File: config.mk
export PLATFORM = sky130hd
export DESIGN_NAME = gdw_sram
export DESIGN_NICKNAME = d
export VERILOG_FILES = /design/src/sv/gdw_sram.sv
export SDC_FILE = /design/constraint.sdc
export NUM_CORES = 1
export LEC_CHECK = 0
export ABC_AREA = 1
export BUFFER_PORTS_ARGS = -buffer_cell sky130_fd_sc_hd__buf_2
export CAP_MARGIN = 40
export CORE_MARGIN = 2
export CORE_UTILIZATION = 45
export DETAILED_ROUTE_END_ITERATION = 8
export MAX_ROUTING_LAYER = met4
export SLEW_MARGIN = 20
export SYNTH_ARGS = -nofsm -noshare
export SYNTH_HDL_FRONTEND = slang
export SYNTH_SLANG_ARGS = --single-unit
export TNS_END_PERCENT = 5
File: constraint.sdc
create_clock -name clk -period 1.7 [get_ports clk]
set_input_delay 0.34 -clock clk [delete_from_list [all_inputs] [get_ports clk]]
set_output_delay 0.34 -clock clk [all_outputs]
set_load 0.005 [all_outputs]
File: src/sv/gdw_sram.sv
`timescale 1ns / 1ps

// one write port, one read port, registered read data
module gdw_sram #(
	parameter int WIDTH = 2,
	parameter int AW    = 8
) (
	input  logic             clk,
	input  logic             we,
	input  logic [AW-1:0]    waddr,
	input  logic [WIDTH-1:0] wdata,
	input  logic [AW-1:0]    raddr,
	output logic [WIDTH-1:0] rdata
);

	logic [WIDTH-1:0] mem [0:(1 << AW)-1];

	always_ff @(posedge clk) begin
		if (we) begin
			mem[waddr] <= wdata;
		end
	end

	always_ff @(posedge clk) begin
		rdata <= mem[raddr];
	end

endmodule

== Word-level counts from Yosys, hierarchy flattened ==
Memory sizes are Yosys's and may differ from the RTL's. A register that Yosys moved wholly into a read port is not among the register bits.
Cells that the tools add are included.

* $add $sub $neg: 0
* $mul: 0
* Div/mod/pow operators: 0
* $lt $le $gt $ge: 0
* Eq/ne operators: 0
* Shift operators: 0
* Muxes and demuxes: 2
* Bitwise logic cells: 0
* Reductions and logical operators: 0

{| class="wikitable"
|+ Operators with widths
! cell !! count
|-
| two-way mux 1 bit || 2
|}

* Bits in registers: 0
* Bits in latches: 0
* Memory bits (writable): 512
* Bits in read-only memories: 0
* Memories kept: 1

{| class="wikitable"
|+ Memories
! name !! depth !! width !! rd ports !! clocked after Yosys merged registers in !! wr ports !! line !! RTL
|-
| mem || 256 || 2 || 1 || 1 || 1 || 16 || <nowiki>logic [WIDTH-1:0] mem [0:(1 << AW)-1];</nowiki>
|}

== Longest topological paths before layout ==
Gate-level depths: netlist of the first run.

* Word-level depth: 2
* Mapped depth: 14
* Gate-level depth less buffers: 11

== Worst setup path after synthesis of the first run ==
No wires, ideal clock.

* Kind: input port to flip-flop
* From: input port we
* To: memory mem[162][0] (enable)
* Arrival time: 1212 ps
* Setup slack: 179 ps
* Cell stages on the path: 4
* Buffers on the path: 2
* Cell sequence: clkbuf_1 > nand3_1 > clkbuf_1 > nor2_1

* Longest elaborated chain between the ends: 2

{| class="wikitable"
|+ Ends and longest elaborated chain
! item !! line !! RTL
|-
| start, declared || 9 || <nowiki>input logic we,</nowiki>
|-
| two-way mux 1 bit || 19 || <nowiki>if (we) begin</nowiki>
|-
| two-way mux 1 bit (not written as such) || 20 || <nowiki>mem[waddr] <= wdata;</nowiki>
|-
| end, declared || 16 ||
|}

Every way passes these cells.

== Final worst setup path of the first run ==
* From: register rdata[1] (read register of mem)
* To: output port rdata[1]

{| class="wikitable"
|+ RTL lines
! item !! line !! RTL
|-
| start, declared || 13 || <nowiki>output logic [WIDTH-1:0] rdata</nowiki>
|}

No word-level cell between the ends.

==> reports/metrics.cfg, run 1 <==
[timing]
rsz0062_at_grt=false
clock.fmax_ghz=0.620
worst-slew-pin-transition_ns=0.478
relSlewSlack_pct=68.1
period_share_pct=94.9
skew_ns=0.0112
holdWs_ns=0.0760
finalCriticalPeriod_ns=1.61
hold_viol=0
setup_viol=0
drv_slew=0
fin_tns_setup_ns=0

[clock_tree]
clockBufferDepth=3
ctsHoldBuffers=0
clock-sinks=514
post_cts_buffers=0
htree_levels=2
cts-root-buf=clkbuf_16
cts-resized-gates=0
cts_tree=done
clk_latency_ns=0.61
clk_pin_slew_ns=0.06
cts-buffers-inserted=53

[placed_design]
dp_hpwl_um=36500
io_buffers=21
dp.cells=2720
place_congestion=0.885

[drt]
drc_errors=0
vias_per_cell=5.52
drt-initial-drc-count=1670
drtAntennaViolNets=0
drt-total-wl_um=60200
drtPass1Iterations=5
vias=15552
wl_per_cell_um=21.4

[final_layout]
areaGrowthSynthToFinish_pct=15.3
final_cells=2816
nNetsFinal=2131
drive_above_1_share_pct=10.2
final_cell_mix=nand2_1 (581), edfxtp_1 (512), nand3_1 (495)
fin_util_pct=52.3
num_antenna_cells=0
layout_commonest_cell=nand2_1

[floorplan]
dieArea_sq_mm=0.0510
ios=22
row_count=81
die_w_um=226
die_h_um=226
core_sq_mm=0.0487
start_util_pct=45.4

[yosys]
synth_area_sq_mm=0.0221
yosys_warnings=0
synth_area_leaders=edfxtp_1 (69%), nand3_1 (11%), nand2_1 (9.9%)
synth_top_area_share_pct=69.5
synth_cells=2055
synth.avg_cell_area_sq_um=10.8
synth-seq-cells=514
synth.distinct_cells=15
ys_seq_area_share_pct=69.7
syn-num-nets=2075
yosys.area.top_type=edfxtp_1

[power]
seqPwrFrac_pct=52.0
internal_power_mw=20.8
power.density_mw_per_mm2=1050
peakVddDrop_uv=738
p_leak_nw=8.97
sw_frac_of_total_pct=22.7
p_comb_share_pct=7.1
total_power_mw=26.9
p_switching_mw=6.12
clkPwrFrac_pct=40.9

[global_routing]
grt_pass1_wl_um=90600
grt_util_all_layers_pct=24.7
grt_max_degree=66
grt-ovfl-total=0
grt_pass1_vias=15382
antenna_found_initial=0

[worst_setup_path]
end_kind=output pin
cp_num_buf_inv=1
crit_path_start_kind=flip-flop
cp_max_fo=1
slowest_delay_ns=0.49
critPathTopFamily=flip-flops
worstPathRequired_ns=1.36
r2r_end=rdata[1]
worstPathArrival_ns=1.27
rr_startpoint=mem[9][1]
crit_type=reg2out
ff2ff_setup_slack_ns=0.19
reg2reg_depth=10
worstSetupStartpoint=rdata[1]
cp_cell_sequence=buf_2
crit_slowest_cell=dfxtp_1

[run]
max_cap_violations=0

[hold_path]
min_path_cells=3
min_from=raddr[7]
hold_end=rdata[0]
hold_class=in2reg

[status]
status=finished clean

-- registers in the layout, indices dropped and copies added (netlist names) --
signal	flops
rdata	2
mem	512
-- kinds of logic (layout without fill, tap and decap cells) --
group	Yosys count	count (layout)	share of synthesized area (%)
flops	514	514	69.7
simple gates	1359	1359	25.9
buf+inv	182	279	4.48
-- layout make-up --
type	count	area, sq um
Tap cell	664	831
Multi-Input combinational cell	1359	5720
Clock buffer	68	1380
Fill cell	4294	23200
Clock inverter	28	231
Timing Repair Buffer	144	1780
Sequential cell	514	15400
Inverter	39	154
-- per-layer routing --
metal / GRT usage (%) / share of wire [%] / vias to the layer above
li1: - / - / 7191
met1: 32.3 / 42 / 7624
met2: 39.4 / 48 / 608
met3: 3.88 / 7.3 / 129
met4: 8.65 / 3.5 / 0
met5: - / 0 / -
-- power by group through the flow --
| stage | clock network [mW] | registers (mW) | logic, mW |
|---|---|---|---|
| finish | 11.0 | 14.0 | 1.90 |
| global route | 11.6 | 14.0 | 2.07 |
| CTS | 11.2 | 14.0 | 1.90 |
| detailed placement | 0 | 14.3 | 1.89 |
| global placement | 0 | 14.3 | 1.87 |
| floorplan | 0 | 14.2 | 0.990 |
-- metrics by stage --
step	setup slack, ns	cell area [sq um]
finish	0.0861	25500
global route	0.0599	25500
CTS	0.0876	25500
detailed placement	-0.335	23900
global placement	-0.303	23900
floorplan	0.179	22100
-- worst max path at each step --
stage                              to  cells past startpoint
after global placement       rdata[0]                     13
after CTS                    rdata[0]                      1
after detailed placement     rdata[1]                     14
after floorplan           mem[162][0]                      4
final                        rdata[1]                      1
after global routing         rdata[1]                      1
-- synthesized netlist by cell type, drive strengths merged --
cell type    n
nand2      581
edfxtp     512
nand3      495
nor2       283
buf         97
clkbuf      46
inv         39
dfxtp        2
-- worst register-to-register path: cells and delay by family (launching register included) --
| kind | cells | cell delay, ns |
|---|---|---|
| flip-flops | 1 | 0.37 |
| AND/OR/NAND/NOR | 10 | 1.05 |
Note: power is estimated with default switching activity, not from simulation.
==> inputs of run 2 (changes only) <==
- SKIP_CTS_REPAIR_TIMING: unset -> 1
- clock period: 1.7 -> 2 ns (I/O delays scaled with it)
==> run 2 against run 1 <==
Total power shrank 14%. Clock-buffer cell count grew 1. Non-clock buffer count shrank 26. Combinational power shrank 18%. Cell count shrank 0.67%. Clock skew grew 0.0094 ns. Sequential share of layout area grew 0.79 points. Register-to-register slack gained 0.32 ns. Worst hold slack gained 0.026 ns. Die area is the same. Flip-flop and latch count is the same. Core utilization shrank 0.68 points. Critical path type unchanged. Largest cell class unchanged.
==> reports/metrics.cfg, run 2 (same netlist as run 1, synthesis figures left out) <==
[status]
status=finished clean

[global_routing]
grt_pass1_vias=15173  ; -1.4%
grt-ovfl-total=0  ; unchanged
grt_pass1_wl_um=88300  ; -2.6%
grt_util_all_layers_pct=24.0  ; -0.65 points
antenna_found_initial=0  ; unchanged
grt_max_degree=67  ; +1.5%

[final_layout]
nNetsFinal=2107  ; -1.1%
num_antenna_cells=0  ; unchanged
layout.cell_area.non_filler_sq_mm=0.0252  ; -1.3%
final_cells=2797  ; -0.67%
drive_above_1_share_pct=9.28  ; -0.89 points
areaGrowthSynthToFinish_pct=13.8
top_regs=mem x512, rdata x2
largest_reg_flops=512  ; unchanged
fin_util_pct=51.7  ; -0.68 points
regMostFlops=mem
layout_commonest_cell=nand2_1
final_cell_mix=nand2_1 (581), edfxtp_1 (512), nand3_1 (495)

[floorplan]
dieArea_sq_mm=0.0510  ; unchanged
core_sq_mm=0.0487  ; unchanged
die_w_um=226  ; unchanged
ios=22  ; unchanged
die_h_um=226  ; unchanged
start_util_pct=45.4  ; unchanged
row_count=81  ; unchanged

[drt]
vias_per_cell=5.53  ; +0.11%
drt-total-wl_um=58500  ; -2.9%
drtPass1Iterations=5  ; unchanged
drc_errors=0  ; unchanged
vias=15464  ; -0.57%
drtAntennaViolNets=0  ; unchanged
wl_per_cell_um=20.9  ; -2.3%
drt-initial-drc-count=1792  ; +7.3%

[worst_setup_path]
worstPathArrival_ns=1.19  ; -0.08 ns
end_kind=output pin
rr_startpoint=mem[143][0]
critPathTopFamily=flip-flops
ff2ff_setup_slack_ns=0.51  ; +0.32 ns
worstPathRequired_ns=1.60  ; +0.24 ns
slowest_delay_ns=0.41  ; -0.08 ns
crit_slowest_cell=dfxtp_1
crit_path_start_kind=flip-flop
r2r_end=rdata[0]
cp_cell_sequence=buf_2
cp_max_fo=1  ; unchanged
cp_num_buf_inv=1  ; unchanged
crit_type=reg2out
reg2reg_depth=10  ; unchanged

[timing]
hold_viol=0  ; unchanged
finalCriticalPeriod_ns=1.59
holdWs_ns=0.102  ; +0.0256 ns
period_share_pct=79.6
fin_tns_setup_ns=0  ; unchanged
rsz0062_at_grt=false
relSlewSlack_pct=68.5  ; +0.34 points
setup_viol=0  ; unchanged
clock.fmax_ghz=0.628
worst-slew-pin-transition_ns=0.473  ; -0.00455 ns
drv_slew=0  ; unchanged
skew_ns=0.0207  ; +0.00941 ns
layout_setup_ws_ns=0.407  ; +0.321 ns

[placed_design]
place_congestion=0.871  ; -1.7%
place_area_sq_mm=0.0235  ; -1.8%
dp.cells=2694  ; -0.96%
io_buffers=21  ; unchanged
dp_hpwl_um=35500  ; -2.7%
pre_cts_ws_ns=-0.0381  ; +0.297 ns

[hold_path]
min_from=raddr[7]
hold_end=rdata[0]
min_path_cells=3  ; unchanged
hold_class=in2reg

[power]
p_leak_nw=8.78  ; -2.1%
total_power_mw=23.1  ; -14%
power.density_mw_per_mm2=916  ; -13%
peakVddDrop_uv=600  ; -19%

[clock_tree]
cts-buffers-inserted=55  ; +3.8%
cts_tree=done
clk_pin_slew_ns=0.06  ; about the same
clock-sinks=514  ; unchanged
clk_latency_ns=0.62  ; about the same
clockBufferDepth=3  ; unchanged
cts-root-buf=clkbuf_16
htree_levels=2  ; unchanged

[run]
max_cap_violations=0  ; unchanged

[run 2: power breakdown]
part	switching [mW]	internal, mW
clock	4.19	5.43
sequential	0.0130	11.9
combinational	1.08	0.474
[run 2: worst max-delay path by stage]
| stage | endpoint | cells after the start | from |
|---|---|---|---|
| finish | rdata[0] | 1 | rdata[0] |
| global route | rdata[0] | 1 | rdata[0] |
| CTS | rdata[0] | 1 | rdata[0] |
| detailed placement | rdata[0] | 14 | raddr[0] |
| global placement | rdata[0] | 12 | raddr[1] |
| floorplan | mem[162][0] | 4 | we |
[run 2: final cells by class]
cell class / count / area [sq um]
clock buffer: 69 / 1460
clock inverter: 34 / 245
fill: 4300 / 23600
inverter: 39 / 154
multi-input combinational: 1359 / 5720
sequential: 514 / 15400
tap: 664 / 831
timing repair buffer: 118 / 1360
[run 2: metal layers]
metal | global-route usage, % | share of wire (%)
met1 | 31.6 | 42
met2 | 37.5 | 47
met3 | 4.25 | 7.9
met4 | 9.12 | 3.7
met5 | - | 0
==> inputs of run 3 (changes only) <==
- clock period: 2 -> 1.56 ns (I/O delays scaled with it)
==> run 3 against run 2 <==
Routed wire length about the same. Clock-buffer cell count decreased by 1. Cell count rose by 1.1%. Via count is 0.51% higher. Non-clock buffer count rose by 40. Clock power rose by 27%. Total power is 28% higher. Highest routed layer unchanged. First-iteration DRC count increased by 2.0%. Combinational power is 35% higher. Critical path depth is the same. Largest power group unchanged. Sequential power is 28% higher.
==> reports/metrics.cfg, run 3 (same netlist as run 1, synthesis figures left out) <==
[timing]
skew_ns=0.0105  ; -0.0101 ns
finalCriticalPeriod_ns=1.47
worst-slew-pin-transition_ns=0.462  ; -0.0113 ns
setup_viol=0  ; unchanged
drv_slew=0  ; unchanged
hold_viol=0  ; unchanged
rsz0062_at_grt=false
holdWs_ns=0.0355  ; -0.0662 ns
period_share_pct=94.0
clock.fmax_ghz=0.682
relSlewSlack_pct=69.2  ; +0.72 points

[global_routing]
grt_util_all_layers_pct=24.2  ; +0.13 points
grt_max_degree=73  ; +9.0%
grt-ovfl-total=0  ; unchanged
grt_pass1_wl_um=89300  ; +1.2%
grt_pass1_vias=15358  ; +1.2%
antenna_found_initial=0  ; unchanged

[floorplan]
die_w_um=226  ; unchanged
dieArea_sq_mm=0.0510  ; unchanged
core_sq_mm=0.0487  ; unchanged
row_count=81  ; unchanged
ios=22  ; unchanged
start_util_pct=45.4  ; unchanged
die_h_um=226  ; unchanged

[clock_tree]
cts-root-buf=clkbuf_16
clk_pin_slew_ns=0.06  ; about the same
clock-sinks=514  ; unchanged
clockBufferDepth=3  ; unchanged
clk_latency_ns=0.60  ; -0.02 ns
cts-buffers-inserted=53  ; -3.6%
htree_levels=2  ; unchanged
cts_tree=done

[power]
peakVddDrop_uv=717  ; +20%
total_power_mw=29.5  ; +28%
p_leak_nw=9.11  ; +3.7%
power.density_mw_per_mm2=1150  ; +25%

[drt]
vias_per_cell=5.49  ; -0.63%
drtPass1Iterations=6  ; +1
drc_errors=0  ; unchanged
vias=15543  ; +0.51%
drtAntennaViolNets=0  ; unchanged
drt-total-wl_um=58400  ; about the same
wl_per_cell_um=20.7  ; -1.2%
drt-initial-drc-count=1827  ; +2.0%

[worst_setup_path]
crit_type=reg2out
critPathTopFamily=flip-flops
worstPathArrival_ns=1.15  ; -0.04 ns
ff2ff_setup_slack_ns=0.14  ; -0.37 ns
cp_cell_sequence=buf_2
cp_num_buf_inv=1  ; unchanged
end_kind=output pin
cp_max_fo=1  ; unchanged
crit_path_start_kind=flip-flop
crit_slowest_cell=dfxtp_1
slowest_delay_ns=0.41  ; about the same
worstPathRequired_ns=1.25  ; -0.35 ns

[run]
max_cap_violations=0  ; unchanged

[final_layout]
largest_reg_flops=512  ; unchanged
final_cell_mix=nand2_1 (581), edfxtp_1 (512), nand3_1 (495)
nNetsFinal=2145  ; +1.8%
areaGrowthSynthToFinish_pct=16.4
num_antenna_cells=0  ; unchanged
regMostFlops=mem
layout_commonest_cell=nand2_1
drive_above_1_share_pct=10.6  ; +1.3 points
top_regs=mem x512, rdata x2

[placed_design]
dp_hpwl_um=36300  ; +2.0%
io_buffers=21  ; unchanged
place_congestion=0.880  ; +1.0%

[status]
status=finished clean

[hold_path]
hold_class=in2reg

## run 3: changes by cell type in the layout (fill, tap and decap cells not counted), sizes merged
cell	before	now
clkbuf	70	69
clkinv	30	19
buf	117	157
bufinv	2	5
inv	41	42
## run 3: final cells by class
type / instances / area, sq um
Clock buffer: 68 / 1380
Clock inverter: 27 / 258
Fill cell: 4216 / 23000
Inverter: 39 / 154
Multi-Input combinational cell: 1359 / 5720
Sequential cell: 514 / 15400
Tap cell: 664 / 831
Timing Repair Buffer: 158 / 2000
## run 3: path summary, 6_finish.rpt
| check | from | endpoint | cells after the start |
|---|---|---|---|
| worst max-delay path | rdata[0] | rdata[0] | 1 |
| worst min-delay path | raddr[7] | rdata[0] | 3 |
| worst max register to register | mem[198][1] | rdata[1] | 10 |
| worst min register to register | mem[104][0] | rdata[0] | 10 |
## run 3: through the flow
stage	cell area (sq um)	setup slack [ns]	std cells	TNS [ns]	utilization (%)
3_5_place_dp	24100	-0.322	2734	-37.66	49.5
4_1_cts	25800	0.0672	2829	0	52.8
5_1_grt	25800	0.0759	2829	0	52.8
3_3_place_gp	24100	-0.313	2734	-21.73	49.5
6_report	25800	0.0934	2829	0	52.8
2_1_floorplan	22100	0.0669	2055	0	-
## run 3: layer usage
layer | GRT usage [%] | share of wire (%) | vias to the layer above | routed length (um)
li1 | - | - | 7233 | -
met4 | 9.04 | 3.4 | 0 | 1980
met1 | 31.8 | 41 | 7550 | 24000
met3 | 3.17 | 7.8 | 138 | 4540
met5 | - | 0 | - | 0
met2 | 38.6 | 48 | 622 | 28000
## run 3: where the power goes
part | switching (mW) | internal [mW] | total, mW
registers | 0.0165 | 15.2 | 15.2
logic | 1.39 | 0.705 | 2.10
clock network | 5.15 | 7.05 | 12.2
total | 6.56 | 23.0 | 29.5
